[src/sv/rrbc_pkg.sv]
// Shared types and constants for the ROM/RAM bus controller with stack guard.
// Used by rrbc_ctrl, rrbc_dp and the top level; no dependencies.
`timescale 1ns / 1ps

package rrbc_pkg;

  // Memory map and stack geometry
  localparam int unsigned ROM_BYTES   = 4096;
  localparam int unsigned RAM_BYTES   = 4096;
  localparam int unsigned STACK_BYTES = 1024;

  localparam logic [31:0] ROM_BASE    = 32'h0000_0000;
  localparam logic [31:0] RAM_BASE    = 32'h2000_0000;
  localparam logic [31:0] RAM_TOP     = RAM_BASE + 32'(RAM_BYTES) - 32'd1;
  localparam logic [31:0] SP_FLOOR    = RAM_TOP - 32'(STACK_BYTES);

  localparam int unsigned ROM_AW = $clog2(ROM_BYTES);
  localparam int unsigned RAM_AW = $clog2(RAM_BYTES);

  // Clear sweep covers the larger of the two arrays
  localparam int unsigned CLR_DEPTH = (ROM_BYTES > RAM_BYTES) ? ROM_BYTES : RAM_BYTES;
  localparam int unsigned CLR_W     = $clog2(CLR_DEPTH);

  // Stream payload widths
  localparam int unsigned IN_TDATA_W  = 48;
  localparam int unsigned OUT_TDATA_W = 48;

  typedef enum logic [2:0] {
    OP_READ  = 3'd0,
    OP_WRITE = 3'd1,
    OP_PUSH  = 3'd2,
    OP_POP   = 3'd3,
    OP_PROG  = 3'd4
  } op_t;

  typedef enum logic [2:0] {
    STS_OK    = 3'd0,
    STS_ROMWR = 3'd1,
    STS_BUS   = 3'd2,
    STS_OVF   = 3'd3,
    STS_UNF   = 3'd4
  } status_t;

  // Source of the returned byte
  typedef enum logic [1:0] {
    SEL_ZERO = 2'd0,
    SEL_FF   = 2'd1,
    SEL_ROM  = 2'd2,
    SEL_RAM  = 2'd3
  } sel_t;

  typedef enum logic [1:0] {
    S_CLEAR = 2'd0,
    S_IDLE  = 2'd1,
    S_EXEC  = 2'd2,
    S_RESP  = 2'd3
  } state_t;

  typedef struct packed {
    logic latch_req;  // capture the incoming request
    logic exec;       // decode, access memory, update stack pointer
    logic clr_en;     // memory clear sweep active
    logic load_out;   // move result into the output register
  } ctrl_cmd_t;

  typedef struct packed {
    logic clr_done;   // last entry of the clear sweep is being written
  } dp_stat_t;

endpackage

[src/sv/rrbc_ctrl.sv]
// Controller FSM: clear sweep, request accept, execute and result hand-off.
// Depends on rrbc_pkg.
`timescale 1ns / 1ps

module rrbc_ctrl (
  input  logic                 clk,
  input  logic                 rst_n,
  input  logic                 in_tvalid,
  output logic                 in_tready,
  output logic                 out_tvalid,
  input  logic                 out_tready,
  input  rrbc_pkg::dp_stat_t   stat,
  output rrbc_pkg::ctrl_cmd_t  cmd
);
  import rrbc_pkg::*;

  state_t state_r, state_nxt;
  logic   out_valid_r, out_valid_nxt;

  always_ff @(posedge clk) begin
    if (!rst_n) begin
      state_r     <= S_CLEAR;
      out_valid_r <= 1'b0;
    end else begin
      state_r     <= state_nxt;
      out_valid_r <= out_valid_nxt;
    end
  end

  always_comb begin
    state_nxt = state_r;
    cmd       = '0;
    in_tready = 1'b0;
    case (state_r)
      S_CLEAR: begin
        cmd.clr_en = 1'b1;
        if (stat.clr_done) state_nxt = S_IDLE;
      end
      S_IDLE: begin
        in_tready     = 1'b1;
        cmd.latch_req = in_tvalid;
        if (in_tvalid) state_nxt = S_EXEC;
      end
      S_EXEC: begin
        cmd.exec  = 1'b1;
        state_nxt = S_RESP;
      end
      S_RESP: begin
        // wait for the output slot to free up
        if (!out_valid_r || out_tready) begin
          cmd.load_out = 1'b1;
          state_nxt    = S_IDLE;
        end
      end
      default: state_nxt = S_CLEAR;
    endcase
  end

  always_comb begin
    if (cmd.load_out) out_valid_nxt = 1'b1;
    else if (out_tready) out_valid_nxt = 1'b0;
    else out_valid_nxt = out_valid_r;
  end

  assign out_tvalid = out_valid_r;

endmodule

[config.mk]
export PLATFORM = sky130hd
export DESIGN_NAME = rrbc_ctrl
export DESIGN_NICKNAME = d
export VERILOG_FILES = /design/src/sv/rrbc_pkg.sv /design/src/sv/rrbc_ctrl.sv
export SDC_FILE = /design/constraint.sdc
export NUM_CORES = 1
export LEC_CHECK = 0
export ABC_AREA = 1
export BUFFER_PORTS_ARGS = -buffer_cell sky130_fd_sc_hd__buf_2
export CAP_MARGIN = 20
export CELL_PAD_IN_SITES_DETAIL_PLACEMENT = 1
export CELL_PAD_IN_SITES_GLOBAL_PLACEMENT = 1
export CORE_AREA = 5 5 42 44
export DETAILED_ROUTE_END_ITERATION = 10
export DIE_AREA = 0 0 47 49
export PLACE_DENSITY = 0.55
export SYNTH_ARGS = -nofsm -noshare
export SYNTH_HDL_FRONTEND = slang
export SYNTH_SLANG_ARGS = --single-unit
export TNS_END_PERCENT = 20
[constraint.sdc]
create_clock -name clk -period 1.41 [get_ports clk]
set_input_delay 0.282 -clock clk [delete_from_list [all_inputs] [get_ports clk]]
set_output_delay 0.282 -clock clk [all_outputs]
set_load 0.02 [all_outputs]
==> flow_summary.toml <==
[route]
vias_per_cell = 3.813
route.detailed.drc = 0
met3_length_um = 65
drt_wl_total_um = 589
dr.pass1.iters = 1
drt_iter0_drc = 0
antenna_left = 0
top_layer_used = "met4"
m1WireLength_um = 235
via_count = 244
wl_per_cell_um = 9.203
dr_wl_met2_um = 277

[power_and_ir_drop]
p_leak_nw = 0.2066
pwr-share-comb_pct = 54.9
p_int_mw = 0.3887
cellPowerDensity_nw_per_um2 = 2019
power_frac_seq_pct = 24.4
netSwitchingFraction_pct = 46.58
power.share.clock_pct = 20.7
switching_power_mw = 0.3389
peakVddDrop_mv = 0.6090

[cts]
clk_latency_ns = 0.24
numCtsBuffers = 3
clock_sinks = 3
cts_tree = "built"
h-tree-depth = 1
cts_root_buf = "clkbuf_4"
post_cts_resized = 3
postCtsSetupRepairBufs = 0
cts.path.max_buffers = 2
cts.clk_slew.worst_paths_ns = 0.03
postCtsHoldBufs = 0

[floorplan]
die_h_um = 49
ios = 11
rows = 14
core_um2 = 1401
die_w_um = 47
die_area_um2 = 2303
start_util_pct = 17.77

[cells_and_area]
drive_above_1_share_pct = 45.83
syn2layout_area_growth_pct = 44.72
num_antenna_cells = 0
final_cell_count_no_fill = 64
fillers = 183
fin_nets = 59

[run_status]
status = "finished clean"

[logic_synthesis]
syn_inst = 35
synth_most_common_cell = "inv_1"
synth_common_cells = "9 x inv_1, 5 x ha_1, 4 x nand2_1, 4 x nor2_1"
synth_top_area_share_pct = 25.13
syn_area_per_cell_um2 = 7.114
synth_ff_type = "dfxtp_1"
synth_edf_count = 0
syn_area_um2 = 249.0
synth.largest_area_cell = "ha_1"
ys_warn_count = 0
yosys-top-cells-area = "ha_1 25%, dfxtp_1 24%, inv_1 14%, nand2_2 7.5%, nand2_1 6.0%"
async_reset_ff_share_pct = 0
postSynthNetCount = 45
ys_seq_area_share_pct = 24.12
synth.distinct_cells = 12
yosys_register_bits = 3

[worst_setup_path]
worstSetupPathType = "register to output port"
crit_path_start_kind = "register"
arrival_ns = 1.10
end_kind = "output port"
required_ns = 1.13
crit_fanout = 5

[timing]
max_freq_ghz = 0.7232
period_share_pct = 98.06
slew_headroom_pct = 91.23
hold-worst-slack_ns = 0.3028
setup_viol = 0
fin_skew_ns = 0.003969
rsz0062_at_grt = "true"
tightest_slew_ns = 0.1303
drv_slew = 0
fin_crit_ns = 1.383
final_hold_viol_count = 0

[hold_path]
hp-class = "primary input to register"

[placed_design]
placedCellCount = 60
dp_hpwl_um = 485.1
gp_congestion = 0.6294
port_buffers = 10

[global_routing]
antenna_found_initial = 0
grt_pass1_vias = 217
grt_start_max_net_pins = 6
overflow = 0
grt_pass1_wl_um = 883
grt_usage_pct = 6.052

[flow_run]
maxCapViolations = 0
==> final timing paths <==
check | startpoint | endpoint | slack (ns) | depth (start not counted)
worst max-delay path | state_r[0] | cmd[0] | 0.03 | 4
worst min-delay path | rst_n | state_r[1] | 0.30 | 3
worst max register to register | state_r[0] | state_r[1] | 0.24 | 7
worst min register to register | out_tvalid | out_tvalid | 0.51 | 2
==> state kept, by name (all words and copies together), names as in the netlist <==
name,count
state_r,2
out_tvalid,1
==> area by class of cell <==
| cell class | instances | area [um^2] | share of cell area, % |
|---|---|---|---|
| Clock buffer | 4 | 26.28 | 7.292 |
| Timing Repair Buffer | 10 | 52.55 | 14.58 |
| Tap cell | 16 | 20.02 | 5.556 |
| Sequential cell | 3 | 65.06 | 18.06 |
| Multi-Input combinational cell | 22 | 162.7 | 45.14 |
| Inverter | 9 | 33.78 | 9.375 |
==> through the flow <==
stage | cell area [um^2] | setup WS, ns | utilization (%) | setup TNS [ns] | total power, mW
global route | 360.3 | -0.02846 | 25.71 | -0.02947 | 0.8006
detailed placement | 311.5 | 0.1572 | 22.23 | 0 | 0.5425
global placement | 311.5 | 0.1777 | 22.23 | 0 | 0.5388
floorplan | 249.0 | 0.1960 | - | 0 | 0.4477
CTS | 342.8 | -0.003272 | 24.46 | -0.003272 | 0.7130
finish | 360.3 | 0.02731 | 25.71 | 0 | 0.7276
==> power groups by stage <==
stage / Sequential (mW) / Combinational (mW) / Clock (mW)
after floorplan: 0.152 / 0.295 / 0
after global placement: 0.157 / 0.382 / 0
after detailed placement: 0.159 / 0.384 / 0
after CTS: 0.164 / 0.390 / 0.159
after global routing: 0.183 / 0.444 / 0.174
final: 0.177 / 0.399 / 0.151
==> cells by family after synthesis <==
logic type      after synthesis  share of synthesized area [%]
simple gates                 15                          29.14
buf+inv                      10                          16.58
fa+ha+maj                     5                          25.13
flops                         3                          24.12
compound gates                2                          5.024
==> routing by layer <==
metal / track usage, % / vias to the layer above
li1: - / 129
met1: 5.921 / 105
met2: 7.240 / 7
met3: 6.642 / 3
met4: 4.147 / 0
met5: 0 / -
==> cell usage in the layout (no fill, tap or decap) <==
cell and instances:
nand4_1 2, nor2_2 1, dfxtp_1 1, buf_2 9, inv_1 8, a21boi_0 1, clkbuf_4 3, inv_2 1
nand2_2 3, nor2_1 4, ha_2 1, dfxtp_2 1, ha_1 3, ha_4 1, nand2_1 4, nand3_1 1
dfxtp_4 1, buf_4 1, a21oi_1 1, clkbuf_1 1
==> worst max-delay path, cell delays in order, from the launching register on <==
cell	delay, ns
dfxtp_4	0.37
ha_2	0.19
inv_1	0.05
a21oi_1	0.11
buf_4	0.15
No activity file was read; power rests on OpenSTA's default activity.
